===== config.mk =====
export PLATFORM = sky130hd
export DESIGN_NAME = posting_list_delta_varint_encoder_core
export DESIGN_NICKNAME = d
export VERILOG_FILES = /design/src/sv/plvd_pkg.sv /design/src/sv/posting_list_delta_varint_encoder_core.sv /design/src/sv/plvd_front.sv /design/src/sv/plvd_queue.sv /design/src/sv/plvd_back.sv
export SDC_FILE = /design/constraint.sdc
export NUM_CORES = 1
export LEC_CHECK = 0
export BUFFER_PORTS_ARGS = -buffer_cell sky130_fd_sc_hd__buf_4
export CAP_MARGIN = 0
export CORE_ASPECT_RATIO = 1.75
export CORE_MARGIN = 2
export CORE_UTILIZATION = 40
export CTS_BUF_LIST = sky130_fd_sc_hd__clkbuf_8
export CTS_CLUSTER_SIZE = 28
export DETAILED_ROUTE_END_ITERATION = 7
export PLACE_DENSITY_LB_ADDON = 0.3
export SYNTH_ARGS = -nofsm -noshare
export SYNTH_HDL_FRONTEND = slang
export SYNTH_HIERARCHICAL = 1
export SYNTH_SLANG_ARGS = --single-unit

===== constraint.sdc =====
create_clock -name clk -period 4.7 [get_ports clk]
set_input_delay 0 -clock clk [delete_from_list [all_inputs] [get_ports clk]]
set_output_delay 0 -clock clk [all_outputs]
set_load 0.1 [all_outputs]

===== src/sv/plvd_pkg.sv =====
// package for the posting list delta varint encoder
// holds widths, item codes, the queued job type and status structs; no dependencies
package plvd_pkg;

    // width of every encoded number; inputs are cut or zero-extended to it
    localparam int VALUE_WIDTH = 32;
    // fixed width of the input value fields
    localparam int FIELD_WIDTH = 32;
    // bits of payload carried by one output byte
    localparam int GROUP_BITS  = 7;
    // entries in the queue between front and back
    localparam int QUEUE_DEPTH = 2;
    localparam int PTR_WIDTH   = (QUEUE_DEPTH > 1) ? $clog2(QUEUE_DEPTH) : 1;
    localparam int CNT_WIDTH   = $clog2(QUEUE_DEPTH + 1);

    typedef logic [VALUE_WIDTH-1:0] value_t;
    typedef logic [FIELD_WIDTH-1:0] field_t;
    typedef logic [PTR_WIDTH-1:0]   ptr_t;
    typedef logic [CNT_WIDTH-1:0]   cnt_t;

    // item kinds
    typedef enum logic
    {
        FUNC_HEADER = 1'b0,
        FUNC_LINE   = 1'b1
    } func_t;

    // one classified item: one or two numbers to serialize
    typedef struct packed
    {
        value_t first_value;
        value_t second_value;
        logic   has_second;
    } job_t;

    // queue status toward front and back
    typedef struct packed
    {
        logic full;
        logic not_empty;
    } queue_status_t;

    // back engine status
    typedef struct packed
    {
        logic busy;
        logic pop;
    } back_status_t;

endpackage


===== src/sv/posting_list_delta_varint_encoder_core.sv =====
// posting list delta varint encoder, top level
// path to the first byte: queue entry, back value register, output byte register
// throughput: one output byte per cycle from the back serializer while out_stall is low;
// a line item gives 1 to 5 bytes, a header 2 to 10 (one per 7-bit group)
// the 2-entry job queue lets the front accept while the back is still sending
// reset: asynchronous active low; clears delta state, queue and output valid
module posting_list_delta_varint_encoder_core
(
    input  logic             clk,
    input  logic             rst_n,
    input  logic             in_valid,
    output logic             in_stall,
    input  logic [0:0]       func,
    input  logic [0:0]       first_in_list,
    input  plvd_pkg::field_t doc_id,
    input  plvd_pkg::field_t line_count,
    input  plvd_pkg::field_t line_number,
    output logic             out_valid,
    input  logic             out_stall,
    output logic [7:0]       out_byte,
    output logic             last
);
    import plvd_pkg::*;

    logic          push;
    job_t          push_job;
    job_t          pop_job;
    queue_status_t q_status;
    back_status_t  b_status;

    // delta coding front
    plvd_front u_front
    (
        .clk           (clk),
        .rst_n         (rst_n),
        .in_valid      (in_valid),
        .in_stall      (in_stall),
        .func          (func),
        .first_in_list (first_in_list),
        .doc_id        (doc_id),
        .line_count    (line_count),
        .line_number   (line_number),
        .q_status      (q_status),
        .push          (push),
        .push_job      (push_job)
    );

    // job queue
    plvd_queue u_queue
    (
        .clk      (clk),
        .rst_n    (rst_n),
        .push     (push),
        .push_job (push_job),
        .pop      (b_status.pop),
        .pop_job  (pop_job),
        .q_status (q_status)
    );

    // byte serializer
    plvd_back u_back
    (
        .clk       (clk),
        .rst_n     (rst_n),
        .q_status  (q_status),
        .pop_job   (pop_job),
        .b_status  (b_status),
        .out_valid (out_valid),
        .out_stall (out_stall),
        .out_byte  (out_byte),
        .last      (last)
    );

`ifndef ASSERT_OFF
    // the final byte of an item always carries the stop bit
    assert property (@(posedge clk) disable iff (!rst_n)
        out_valid && last |-> out_byte[7])
        else $error("last byte without stop bit");

    // the back never takes a job from an empty queue
    assert property (@(posedge clk) disable iff (!rst_n)
        b_status.pop |-> q_status.not_empty)
        else $error("pop from empty queue");

    // an accepted item is held in the queue or being serialized next cycle
    assert property (@(posedge clk) disable iff (!rst_n)
        push |=> (q_status.not_empty || b_status.busy))
        else $error("accepted item lost");
`endif

endmodule


===== src/sv/plvd_front.sv =====
// front part: accepts items, applies delta coding and builds jobs
// depends on plvd_pkg
module plvd_front
(
    input  logic                   clk,
    input  logic                   rst_n,
    input  logic                   in_valid,
    output logic                   in_stall,
    input  logic [0:0]             func,
    input  logic [0:0]             first_in_list,
    input  plvd_pkg::field_t       doc_id,
    input  plvd_pkg::field_t       line_count,
    input  plvd_pkg::field_t       line_number,
    input  plvd_pkg::queue_status_t q_status,
    output logic                   push,
    output plvd_pkg::job_t         push_job
);
    import plvd_pkg::*;

    value_t previous_doc_reg;
    value_t previous_doc_next;
    value_t previous_line_reg;
    value_t previous_line_next;
    logic   line_is_first_reg;
    logic   line_is_first_next;
    value_t doc_v;
    value_t count_v;
    value_t line_v;

    // accept whenever the queue has room
    assign in_stall = q_status.full;
    assign push     = in_valid && !q_status.full;

    // classify and delta-code the item
    always_comb
    begin
        doc_v              = value_t'(doc_id);
        count_v            = value_t'(line_count);
        line_v             = value_t'(line_number);
        previous_doc_next  = previous_doc_reg;
        previous_line_next = previous_line_reg;
        line_is_first_next = line_is_first_reg;
        if (func == FUNC_HEADER)
        begin
            push_job.first_value  = first_in_list[0] ? doc_v : doc_v - previous_doc_reg;
            push_job.second_value = count_v;
            push_job.has_second   = 1'b1;
            if (push)
            begin
                previous_doc_next  = doc_v;
                line_is_first_next = 1'b1;
            end
        end
        else
        begin
            push_job.first_value  = line_is_first_reg ? line_v : line_v - previous_line_reg;
            push_job.second_value = '0;
            push_job.has_second   = 1'b0;
            if (push)
            begin
                previous_line_next = line_v;
                line_is_first_next = 1'b0;
            end
        end
    end

    // delta state
    always_ff @(posedge clk or negedge rst_n)
    begin
        if (!rst_n)
        begin
            previous_doc_reg  <= '0;
            previous_line_reg <= '0;
            line_is_first_reg <= 1'b1;
        end
        else
        begin
            previous_doc_reg  <= previous_doc_next;
            previous_line_reg <= previous_line_next;
            line_is_first_reg <= line_is_first_next;
        end
    end

endmodule


===== src/sv/plvd_queue.sv =====
// short job queue between front and back
// depends on plvd_pkg
module plvd_queue
(
    input  logic                    clk,
    input  logic                    rst_n,
    input  logic                    push,
    input  plvd_pkg::job_t          push_job,
    input  logic                    pop,
    output plvd_pkg::job_t          pop_job,
    output plvd_pkg::queue_status_t q_status
);
    import plvd_pkg::*;

    job_t entries_reg [QUEUE_DEPTH];
    ptr_t wr_ptr_reg;
    ptr_t wr_ptr_next;
    ptr_t rd_ptr_reg;
    ptr_t rd_ptr_next;
    cnt_t count_reg;
    cnt_t count_next;

    assign pop_job            = entries_reg[rd_ptr_reg];
    assign q_status.full      = (count_reg == cnt_t'(QUEUE_DEPTH));
    assign q_status.not_empty = (count_reg != '0);

    // pointer and fill count update
    always_comb
    begin
        wr_ptr_next = wr_ptr_reg;
        rd_ptr_next = rd_ptr_reg;
        count_next  = count_reg;
        if (push)
        begin
            wr_ptr_next = (wr_ptr_reg == ptr_t'(QUEUE_DEPTH - 1)) ? '0 : wr_ptr_reg + 1'b1;
        end
        if (pop)
        begin
            rd_ptr_next = (rd_ptr_reg == ptr_t'(QUEUE_DEPTH - 1)) ? '0 : rd_ptr_reg + 1'b1;
        end
        if (push && !pop)
        begin
            count_next = count_reg + 1'b1;
        end
        else if (pop && !push)
        begin
            count_next = count_reg - 1'b1;
        end
    end

    always_ff @(posedge clk or negedge rst_n)
    begin
        if (!rst_n)
        begin
            wr_ptr_reg <= '0;
            rd_ptr_reg <= '0;
            count_reg  <= '0;
        end
        else
        begin
            wr_ptr_reg <= wr_ptr_next;
            rd_ptr_reg <= rd_ptr_next;
            count_reg  <= count_next;
        end
    end

    // entry storage
    always_ff @(posedge clk)
    begin
        if (push)
        begin
            entries_reg[wr_ptr_reg] <= push_job;
        end
    end

endmodule


===== src/sv/plvd_back.sv =====
// back part: serializes queued numbers into varint bytes, one byte a cycle while not stalled
// depends on plvd_pkg
module plvd_back
(
    input  logic                    clk,
    input  logic                    rst_n,
    input  plvd_pkg::queue_status_t q_status,
    input  plvd_pkg::job_t          pop_job,
    output plvd_pkg::back_status_t  b_status,
    output logic                    out_valid,
    input  logic                    out_stall,
    output logic [7:0]              out_byte,
    output logic                    last
);
    import plvd_pkg::*;

    logic       busy_reg;
    logic       busy_next;
    value_t     cur_reg;
    value_t     cur_next;
    value_t     second_reg;
    value_t     second_next;
    logic       has_second_reg;
    logic       has_second_next;
    logic       out_valid_reg;
    logic       out_valid_next;
    logic [7:0] out_byte_reg;
    logic [7:0] out_byte_next;
    logic       last_reg;
    logic       last_next;
    logic       advance;
    logic       stop;
    logic       finishing;
    logic       pop;
    value_t     rest;

    assign out_valid     = out_valid_reg;
    assign out_byte      = out_byte_reg;
    assign last          = last_reg;
    assign b_status.busy = busy_reg;
    assign b_status.pop  = pop;

    // emit one group per cycle while the output is not stalled, load the next job when idle or as the current one ends
    always_comb
    begin
        advance         = !out_valid_reg || !out_stall;
        rest            = cur_reg >> GROUP_BITS;
        stop            = (rest == '0);
        finishing       = busy_reg && stop && !has_second_reg;
        pop             = q_status.not_empty && (!busy_reg || (advance && finishing));
        busy_next       = busy_reg;
        cur_next        = cur_reg;
        second_next     = second_reg;
        has_second_next = has_second_reg;
        out_valid_next  = out_valid_reg;
        out_byte_next   = out_byte_reg;
        last_next       = last_reg;
        if (advance)
        begin
            out_valid_next = busy_reg;
            if (busy_reg)
            begin
                out_byte_next = {stop, cur_reg[GROUP_BITS-1:0]};
                last_next     = finishing;
                if (stop)
                begin
                    cur_next        = second_reg;
                    has_second_next = 1'b0;
                end
                else
                begin
                    cur_next = rest;
                end
                if (finishing)
                begin
                    busy_next = 1'b0;
                end
            end
        end
        if (pop)
        begin
            busy_next       = 1'b1;
            cur_next        = pop_job.first_value;
            second_next     = pop_job.second_value;
            has_second_next = pop_job.has_second;
        end
    end

    // control
    always_ff @(posedge clk or negedge rst_n)
    begin
        if (!rst_n)
        begin
            busy_reg      <= 1'b0;
            out_valid_reg <= 1'b0;
        end
        else
        begin
            busy_reg      <= busy_next;
            out_valid_reg <= out_valid_next;
        end
    end

    // payload
    always_ff @(posedge clk)
    begin
        cur_reg        <= cur_next;
        second_reg     <= second_next;
        has_second_reg <= has_second_next;
        out_byte_reg   <= out_byte_next;
        last_reg       <= last_next;
    end

endmodule

Word level (Yosys, flattened, before mapping)
Memory sizes are Yosys's and may differ from the RTL's.
Cells that the tools add are included.
{"block": "classes", "reduce_logical": 27, "muxes": 24, "n_bitwise": 1, "eq_ne": 1, "addsub": 6}
{"op": "$mux 32", "n": 6}
{"op": "$mux 65", "n": 1}
{"op": "$sub 32x32->32", "n": 2}
{"op": "$logic_not 32->1", "n": 1}
{"op": "$mux 1", "n": 15}
{"op": "$reduce_bool 2->1", "n": 5}
{"op": "$reduce_and 2->1", "n": 4}
{"op": "$logic_and 1x1->1", "n": 7}
{"op": "$logic_not 1->1", "n": 7}
{"op": "$mux 2", "n": 2}
{"op": "$reduce_and 3->1", "n": 1}
{"op": "$add 1x1->1 const B", "n": 2}
{"op": "$add 2x1->2 const B", "n": 1}
{"op": "$eq 2x2->1 const B", "n": 1}
{"op": "$logic_or 1x1->1", "n": 2}
{"op": "$sub 2x1->2 const B", "n": 1}
{"op": "$not 1->1", "n": 1}
{"block": "totals", "elab_cells": 73, "register_bits": 145, "mem_bits_rw": 130, "output_inout_bits": 11, "inputBits": 102, "mem_count": 1}
{"memory": "u_queue.entries_reg", "words": 2, "width": 65, "read_ports": 1, "rd_clocked_by_memory_dff": 0, "wr": 1, "line_no": "plvd_queue.sv:15", "rtl": "job_t entries_reg [QUEUE_DEPTH];"}

Logic depth before layout (Yosys ltp)
{"block": "depth", "depth_word": 9, "depth_mapped": 12}

Cells and area by module
The synthesis kept the hierarchy.
{"mod": "plvd_front", "cells_per_inst": 910, "n_inst": 1, "area_per_inst_um2": 7028.0, "seq_area_each_um2": 1627.8}
{"mod": "plvd_queue", "cells_per_inst": 218, "n_inst": 1, "area_per_inst_um2": 5041.1, "seq_area_each_um2": 4003.8}
{"mod": "plvd_back", "cells_per_inst": 204, "n_inst": 1, "area_per_inst_um2": 3153.0, "seq_area_each_um2": 2272.2}

Worst setup path after synthesis
Ideal clock, no wire load.
{"block": "synth_path", "path_kind": "register to register", "from": "register u_queue.count_reg[1]", "to": "memory u_queue/entries_reg[0][0] in the netlist's numbering (enable)", "t_arrival_ns": 3.700, "setup_slack_ns": 0.504, "setup_ns": 0.496, "stages_incl_launch_ff": 5, "path_cell_list": "dfrtp_1 > nor2b_1 > nand2b_1 > inv_1 > nor2b_1"}
{"element": "start, declared", "line_no": "plvd_queue.sv:20", "rtl": "cnt_t count_reg;"}
{"element": "start signal, assigned", "line_no": "plvd_queue.sv:63", "rtl": "count_reg <= count_next;"}
{"element": "end, declared", "line_no": "plvd_queue.sv:15"}

==> impl_metrics.py <==
metrics = {
    "status": {
        "status": "finished, final reports clean",
    },
    "global_route": {
        "grt_pass1_wl_mm": 60.14,
        "overflow": 0,
        "grt_max_degree": 67,
        "grtUsageTotal_pct": 19.72,
        "grt_pass1_vias": 11200,
        "antenna_found_initial": 1,
    },
    "sta": {
        "timing.fmax_ghz": 0.2974,
        "rsz0062_at_grt": "no",
        "fin_worst_skew_ns": 0.03366,
        "max_slew_margin_pct": 22.20,
        "slew_viol_final": 0,
        "report.final.hold_viol_count": 0,
        "min_period_ns": 3.362,
        "tns_ns": 0,
        "finalSetupViolCount": 0,
        "worst_pin_slew_ns": 1.167,
        "period_share_pct": 71.54,
        "fin_ws_ns": 1.338,
    },
    "critical_path": {
        "cp.arrival_ns": 3.74,
        "path_max_fanout": 4,
        "start_kind": "flop",
        "critPathMaxStageDelay_ns": 0.54,
        "path_cells": "inv_1, ha_1, nor2b_1, o31ai_2, a221oi_2, o21ai_1, nand3_1, a221o_1, a31oi_1, mux2i_1, nor4b_2",
        "worstSetupPathType": "flop to flop",
        "cp-end-kind": "flop",
        "slowest_stage": "o21ai_1",
        "cp.required_ns": 5.08,
    },
    "worst_hold_path": {
        "hold_path.class": "input pin to flop",
    },
    "floorplanning": {
        "dieArea_um2": 39670,
        "start_util_pct": 40.55,
        "die_x_um": 151.4,
        "fp.coreArea_um2": 37520,
        "ios": 113,
        "die_h_um": 262,
        "num_rows": 94,
    },
    "placement": {
        "place.gp.congestion": 0.9240,
        "place_ws_ns": 1.413,
        "placed_area_um2": 16430,
        "dp_hpwl_mm": 27.51,
        "io_buffer_count": 112,
        "dpl.cell_count": 1869,
    },
    "drt": {
        "wl_per_cell_um": 18.93,
        "vias": 10890,
        "drcViolationCount": 0,
        "postRouteAntennaNets": 0,
        "drtIter0Drc": 653,
        "via_per_inst": 5.308,
        "first_pass_iters": 5,
        "routed_wl_mm": 38.82,
    },
    "yosys": {
        "syn_nets": 1498,
        "yosysWarningCount": 6,
        "syn_inst": 1331,
        "syn_area_um2": 15210,
        "synth_area_per_cell_um2": 11.43,
    },
    "pwr": {
        "power.density_nw_per_um2": 547.8,
        "vdd_drop_max_v": 0.0002855,
        "leakage_nw": 7.794,
    },
    "layout": {
        "design_area_um2": 18360,
        "post_layout_nonfiller_instances": 2051,
        "areaGrowthSynthToFinish_pct": 20.64,
        "largest_reg_flops": 130,
        "fin_nets": 1702,
        "mostFrequentLayoutCells": "edfxtp_1, buf_4, inv_1, nand2_1, dlygate4sd3_1",
        "layout-drive-gt1-share_pct": 19.81,
        "regArea_um2": 7908,
        "final_common_cell": "edfxtp_1",
        "multiInputGateArea_um2": 6565,
        "fillers": 3415,
    },
    "clock_network": {
        "h-tree-depth": 2,
        "ctsResizeCount": 0,
        "clock-root-buffer": "clkbuf_8",
        "cts_made_buffers": 43,
        "path_clk_slew_ns": 0.07,
        "clock-sinks": 275,
        "clk_path_buf_depth": 3,
        "tritoncts": "yes",
        "clk_latency_ns": 0.59,
    },
    "flow_run": {
        "maxCapViolations": 0,
    },
}
## what timing repair did
item / in CTS / in global routing
hold buffers: 101 / 0
setup buffers: 0 / 0
endpoints found under the hold margin: 261 / 0
## metal layers
layer	vias up	wire (um)	global-route usage, %
met4	0	1843	9.476
li1	5276	-	-
met1	5248	14800	22.02
met3	91	1431	2.465
met5	-	0	0
met2	272	20740	36.60
## through the flow
step	util, %	total power [mW]	hold slack (ns)
floorplan	-	6.851	-0.2956
global placement	43.79	7.811	-0.07823
detailed placement	43.79	7.887	-0.06809
CTS	48.92	10.13	0.01171
global route	48.92	10.71	0.06005
finish	48.92	10.05	0.06110
## layout make-up
type                       instances  share of cell area, %
tap                              480                  3.272
clock buffer                      49                  3.674
antenna                            1                0.01363
sequential                       275                  43.08
multi-input combinational        878                  35.77
timing repair buffer             226                  10.67
clock inverter                    31                  1.247
inverter                         111                  2.270
## power breakdown
part | total, mW | switching, mW | internal, mW | leakage (nW)
sequential | 3.69 | 0.311 | 3.38 | 2.77
combinational | 4.24 | 2.38 | 1.86 | 4.51
clock | 2.12 | 0.988 | 1.13 | 0.512
total | 10.1 | 3.68 | 6.37 | 7.79
## worst max-delay path, delay by kind of cell (launching register included)
kind | cells | cell delay [ns]
multiplexers | 1 | 0.23
flip-flops | 1 | 0.38
buffers and inverters | 1 | 0.06
adder cells (fa/ha/maj) | 1 | 0.26
AO/OA/AOI/OAI | 5 | 1.60
AND/OR/NAND/NOR | 3 | 0.65
## worst paths after layout
check / from / end / slack, ns / cells past startpoint
worst max-delay path: u_front/previous_line_reg[1]$_DFFE_PN0P_ / u_queue/entries_reg[1][62]$_DFFE_PP_ / 1.34 / 11
worst min-delay path: func / u_queue/entries_reg[1][17]$_DFFE_PP_ / 0.06 / 2
worst max register to register: u_front/previous_line_reg[1]$_DFFE_PN0P_ / u_queue/entries_reg[1][62]$_DFFE_PP_ / 1.34 / 11
worst min register to register: u_back/cur_reg[0]$_DFFE_PP_ / u_back/out_byte[0]$_DFFE_PP_ / 0.42 / 0
max in group asynchronous: rst_n / u_queue/rd_ptr_reg$_DFFE_PN0P_ / 3.44 / 4
min in group asynchronous: rst_n / u_front/previous_doc_reg[25]$_DFFE_PN0P_ / 0.45 / 4
No activity file was read; power rests on OpenSTA's default activity.
